### src/sv/npcm_pkg.sv
`timescale 1ns / 1ps
// ----------------------------------------------------------------------------
// npcm_pkg
// Shared types, register indexes and the distance function for the
// nearest palette color matcher.
// ----------------------------------------------------------------------------
package npcm_pkg;

	localparam int PIX_W     = 15;
	localparam int CODE_W    = 8;
	localparam int CHAN_W    = 5;
	localparam int DIST_W    = 12;   // 3 * 31^2 = 2883
	localparam int SLOTS     = 16;   // palette storage, four entries per word
	localparam int WORD_W    = 60;
	localparam int WORDS     = 4;
	localparam int CFG_IDX_W = 3;
	localparam int COUNT_W   = 5;

	localparam logic [COUNT_W-1:0] COUNT_RESET = 5'd16;

	typedef enum logic [CFG_IDX_W-1:0] {
		CFG_CONVERT_MODE  = 3'd0,
		CFG_PALETTE_COUNT = 3'd1,
		CFG_PALETTE_WORD_A = 3'd2,
		CFG_PALETTE_WORD_B = 3'd3,
		CFG_PALETTE_WORD_C = 3'd4,
		CFG_PALETTE_WORD_D = 3'd5
	} cfg_reg_t;

	// One pixel in flight along the chain of cells.
	typedef struct packed {
		logic              valid;
		logic [PIX_W-1:0]  pixel;
		logic              found;
		logic [DIST_W-1:0] best;
		logic [CODE_W-1:0] code;
	} npcm_beat_t;

	function automatic logic [2*CHAN_W-1:0] sq_diff(
		input logic [CHAN_W-1:0] a,
		input logic [CHAN_W-1:0] b
	);
		logic [CHAN_W-1:0] d;
		d = (a > b) ? (a - b) : (b - a);
		return (2*CHAN_W)'(d) * (2*CHAN_W)'(d);
	endfunction

	// Squared RGB distance between two RGB555 colors.
	function automatic logic [DIST_W-1:0] color_dist(
		input logic [PIX_W-1:0] x,
		input logic [PIX_W-1:0] y
	);
		return DIST_W'(sq_diff(x[14:10], y[14:10]))
		     + DIST_W'(sq_diff(x[9:5], y[9:5]))
		     + DIST_W'(sq_diff(x[4:0], y[4:0]));
	endfunction

endpackage

### src/sv/npcm_cell.sv
`timescale 1ns / 1ps
// ----------------------------------------------------------------------------
// npcm_cell
// One comparison cell: measures the passing pixel against its palette entry
// and keeps the better candidate before handing the beat on.
// ----------------------------------------------------------------------------
module npcm_cell #(
	parameter int IDX = 0
) (
	input  logic                       clk,
	input  logic                       arst_n,
	input  logic                       advance,
	input  logic                       enable,
	input  logic [npcm_pkg::PIX_W-1:0] entry,
	input  npcm_pkg::npcm_beat_t       beat_in,
	output npcm_pkg::npcm_beat_t       beat_out
);
	import npcm_pkg::*;

	logic [DIST_W-1:0] entry_dist;
	logic              take;
	npcm_beat_t        beat_q;

	assign entry_dist = color_dist(entry, beat_in.pixel);
	// strictly smaller only, so the earlier entry wins a tie
	assign take = enable && (!beat_in.found || (entry_dist < beat_in.best));

	always_ff @(posedge clk or negedge arst_n) begin
		if (!arst_n) begin
			beat_q <= '0;
		end else if (advance) begin
			beat_q.valid <= beat_in.valid;
			beat_q.pixel <= beat_in.pixel;
			beat_q.found <= beat_in.found || take;
			beat_q.best  <= take ? entry_dist : beat_in.best;
			beat_q.code  <= take ? CODE_W'(IDX) : beat_in.code;
		end
	end

	assign beat_out = beat_q;

endmodule

### src/sv/nearest_palette_color_match.sv
`timescale 1ns / 1ps
// ----------------------------------------------------------------------------
// nearest_palette_color_match
// Maps an RGB555 pixel to an 8-bit code: nearest palette index or a packed
// GRB332 byte, through a chain of one comparison cell per palette entry.
// ----------------------------------------------------------------------------
//  channel   handshake                 payload
//  pixel     pix_valid / pix_stall     pixel_color [14:0]
//  code      code_valid / code_stall   color_code [7:0]
//  config    cfg_valid / cfg_ready     cfg_index [2:0], cfg_data [59:0]
//
//  One pixel enters per cycle unless the chain is held; its code is registered
//  in each of the PALETTE_ENTRIES cells in turn, and one code leaves per cycle.
//  A stall of a valid code beat freezes the whole chain and stalls the pixel side.
//  Reset empties the chain and loads the register reset values; cfg_ready is
//  always high.
// ----------------------------------------------------------------------------
module nearest_palette_color_match #(
	parameter int PALETTE_ENTRIES = 16
) (
	input  logic                           clk,
	input  logic                           arst_n,
	input  logic                           pix_valid,
	output logic                           pix_stall,
	input  logic [npcm_pkg::PIX_W-1:0]     pixel_color,
	output logic                           code_valid,
	input  logic                           code_stall,
	output logic [npcm_pkg::CODE_W-1:0]    color_code,
	input  logic                           cfg_valid,
	output logic                           cfg_ready,
	input  logic [npcm_pkg::CFG_IDX_W-1:0] cfg_index,
	input  logic [npcm_pkg::WORD_W-1:0]    cfg_data
);
	import npcm_pkg::*;

	logic               convert_mode_q;
	logic [COUNT_W-1:0] palette_count_q;
	logic [WORD_W-1:0]  pal_word_q [WORDS];
	logic [PIX_W-1:0]   pal_entry [SLOTS];
	npcm_beat_t         chain [PALETTE_ENTRIES+1];
	logic               advance;

	assign cfg_ready = 1'b1;

	always_ff @(posedge clk or negedge arst_n) begin
		if (!arst_n) begin
			convert_mode_q  <= 1'b0;
			palette_count_q <= COUNT_RESET;
			for (int w = 0; w < WORDS; w++) begin
				pal_word_q[w] <= '0;
			end
		end else if (cfg_valid && cfg_ready) begin
			case (cfg_index)
				CFG_CONVERT_MODE:   convert_mode_q  <= cfg_data[0];
				CFG_PALETTE_COUNT:  palette_count_q <= cfg_data[COUNT_W-1:0];
				CFG_PALETTE_WORD_A: pal_word_q[0]   <= cfg_data;
				CFG_PALETTE_WORD_B: pal_word_q[1]   <= cfg_data;
				CFG_PALETTE_WORD_C: pal_word_q[2]   <= cfg_data;
				CFG_PALETTE_WORD_D: pal_word_q[3]   <= cfg_data;
				default: ;   // drop writes to unknown registers
			endcase
		end
	end

	for (genvar k = 0; k < SLOTS; k++) begin : g_entry
		assign pal_entry[k] = pal_word_q[k / 4][(k % 4) * PIX_W +: PIX_W];
	end

	// hold the whole chain while the finished code waits
	assign advance   = !(chain[PALETTE_ENTRIES].valid && code_stall);
	assign pix_stall = !advance;

	always_comb begin
		chain[0].valid = pix_valid;
		chain[0].pixel = pixel_color;
		chain[0].found = 1'b0;
		chain[0].best  = '0;
		chain[0].code  = convert_mode_q
		               ? {pixel_color[9:7], pixel_color[14:12], pixel_color[4:3]}
		               : '0;
	end

	for (genvar g = 0; g < PALETTE_ENTRIES; g++) begin : g_cell
		logic cell_en;
		assign cell_en = !convert_mode_q && (palette_count_q > COUNT_W'(g));

		npcm_cell #(
			.IDX(g)
		) u_cell (
			.clk     (clk),
			.arst_n  (arst_n),
			.advance (advance),
			.enable  (cell_en),
			.entry   (pal_entry[g]),
			.beat_in (chain[g]),
			.beat_out(chain[g+1])
		);
	end

	assign code_valid = chain[PALETTE_ENTRIES].valid;
	assign color_code = chain[PALETTE_ENTRIES].code;

endmodule

### config.mk
export PLATFORM = sky130hd
export DESIGN_NAME = nearest_palette_color_match
export DESIGN_NICKNAME = d
export VERILOG_FILES = /design/src/sv/npcm_pkg.sv /design/src/sv/npcm_cell.sv /design/src/sv/nearest_palette_color_match.sv
export SDC_FILE = /design/constraint.sdc
export NUM_CORES = 2
export LEC_CHECK = 0
export BUFFER_PORTS_ARGS = -buffer_cell sky130_fd_sc_hd__buf_2
export CAP_MARGIN = 20
export CORE_ASPECT_RATIO = 0.75
export CORE_UTILIZATION = 45
export CTS_CLUSTER_DIAMETER = 60
export CTS_CLUSTER_SIZE = 10
export DETAILED_ROUTE_END_ITERATION = 6
export PLACE_DENSITY = 0.66
export SLEW_MARGIN = 25
export SYNTH_ARGS = -nofsm -noshare
export SYNTH_HDL_FRONTEND = slang
export SYNTH_HIERARCHICAL = 1
export SYNTH_SLANG_ARGS = --single-unit
### constraint.sdc
create_clock -name clk -period 9.4 [get_ports clk]
set_input_delay 0.47 -clock clk [delete_from_list [all_inputs] [get_ports clk]]
set_output_delay 0.47 -clock clk [all_outputs]
set_load 0.01 [all_outputs]
==> flow_summary.json <==
{
  "grt_max_degree": 182,
  "cts_buffer_depth": 3,
  "max_freq_mhz": 110,
  "die_x_um": 505,
  "max_stage_delay_ps": 500,
  "drt_iter0_drc": 4671,
  "overflow": 0,
  "nFillCells": 17300,
  "arrival_ps": 9760,
  "rows": 138,
  "hold_class": "in2reg",
  "initial_utilization_pct": 45.3,
  "dieArea_mm2": 0.192,
  "r2r_slack_ps": 320,
  "wirelength_um": 243000,
  "cp-end-kind": "flop",
  "worstPathMaxFanout": 6,
  "clockRootBuffer": "clkbuf_16",
  "fin_crit_sh_pct": 96.6,
  "ios": 94,
  "synthCells": 8747,
  "stdcell_count": 11600,
  "maxSlewHeadroom_pct": 22.3,
  "min_period_ps": 9080,
  "ant_nets": 0,
  "finalSetupViolCount": 0,
  "violations": "DRC",
  "slowest_stage": "fa_1",
  "gp_congestion": 0.936,
  "grt_pass1_vias": 62200,
  "dr.pass1.iters": 7,
  "avgSynthCellArea_um2": 9.77,
  "cts_htree_levels": 3,
  "drc": 20,
  "coreArea_mm2": 0.189,
  "grt_pass1_wl_um": 375000,
  "postLayoutCellArea_mm2": 0.0935,
  "dpl-instance-area_mm2": 0.0897,
  "areaGrowthSynthToFinish_pct": 9.43,
  "status": "complete, but fails checks",
  "numPortBuffers": 92,
  "crit_type": "reg2reg",
  "cts_buffers": 102,
  "skew_ps": 68.8,
  "clkSinkCount": 810,
  "place_hpwl_um": 199000,
  "post-place-ws_ps": 79.0,
  "antenna_found_initial": 34,
  "layout_setup_ws_ps": 316,
  "final_max_slew_viol_count": 0,
  "clkTransAtPathRegs_ps": 60,
  "layout-drive-gt1-share_pct": 14.2,
  "via_per_inst": 5.32,
  "worst_skew_pair.late_latency_ps": 780,
  "wl_per_cell_um": 21.0,
  "grt.total_usage_pct": 25.7,
  "vias": 61600,
  "yosys_warnings": 6,
  "fin_setup_tns_ps": 0,
  "syn_area_mm2": 0.0854,
  "chipHeight_um": 379,
  "crit_top_cell": "fa_1",
  "worst_ep_required_time_ps": 10070,
  "tightest_slew_ps": 1170,
  "maxCapViolCount": 0,
  "startpoint_type": "flop",
  "dp.cells": 11400,
  "cts_tree": "done",
  "hold_violations": 0,
  "nNetsFinal": 11000
}
## cell type report
type	count	area (um^2)	area share, %
flip-flops and latches	810	20300	21.7
clock inverters	30	497	0.531
well taps	2520	3150	3.37
clock buffers	119	2680	2.86
diodes	8	20.0	0.0214
multi-input cells	5943	57700	61.8
repair buffers	305	2210	2.36
inverters	1843	6920	7.40
## cells in the final DEF, fill, tap and decap left out, drive strengths merged, types with 125 or more instances in the layout
cell type / count
inv: 1846
ha: 1152
nor2: 818
dfrtp: 809
fa: 736
mux2: 582
a21oi: 498
mux2i: 314
buf: 304
nand2: 268
a21o: 218
o21ai: 205
xor2: 129
xnor2: 125
## worst paths after layout
kind,startpoint,to,depth (start not counted)
max,pal_entry[111],g_cell[8].u_cell/beat_out[10],35
min,pixel_color[11],g_cell[0].u_cell/beat_out[32],2
max reg2reg,pal_entry[111],g_cell[8].u_cell/beat_out[10],35
min reg2reg,g_cell[5].u_cell/beat_out[36],g_cell[5].u_cell/beat_out[36],1
max in group asynchronous,arst_n,g_cell[0].u_cell/beat_out[27],4
min in group asynchronous,arst_n,g_cell[13].u_cell/beat_out[12],2
## metal layers
metal	vias to the layer above	GRT usage [%]	part of all wire [%]
met2	1681	39.1	43
met5	-	0	0.050
met4	18	8.54	3.7
li1	28900	-	-
met1	30700	36.9	46
met3	345	4.37	6.8
## registers in the layout, indices dropped and copies added (netlist names)
| register | cells |
|---|---|
| convert_mode_q | 1 |
| g_cell.u_cell/beat_out | 564 |
| pal_entry | 240 |
| palette_count_q | 5 |
## through the flow
step           hold slack, ps  utilization, %
6_report                 55.4            49.6
5_1_grt                  30.5            49.6
4_1_cts                  2.77            49.3
3_5_place_dp              494            47.6
3_3_place_gp              485            47.6
2_1_floorplan             174               -
## timing repair
action                     in CTS  in global routing
hold buffers                    1                  0
setup buffers                   0                 10
hold endpoints to repair       82                  0
setup endpoints to repair       0                224
gates resized for setup         0                110
## critical path: cells and delay by family (launching register included)
family / cells / cell delay (ps)
AO/OA/AOI/OAI: 8 / 1860
flip-flops: 1 / 430
buffers and inverters: 8 / 780
AND/OR/NAND/NOR: 5 / 530
XOR/XNOR: 2 / 520
adder cells (fa/ha/maj): 9 / 3920
multiplexers: 3 / 950
Power is left out: the tool's default activity adds up to more than one toggle a clock period on the data nets, which glitch-free logic cannot reach.
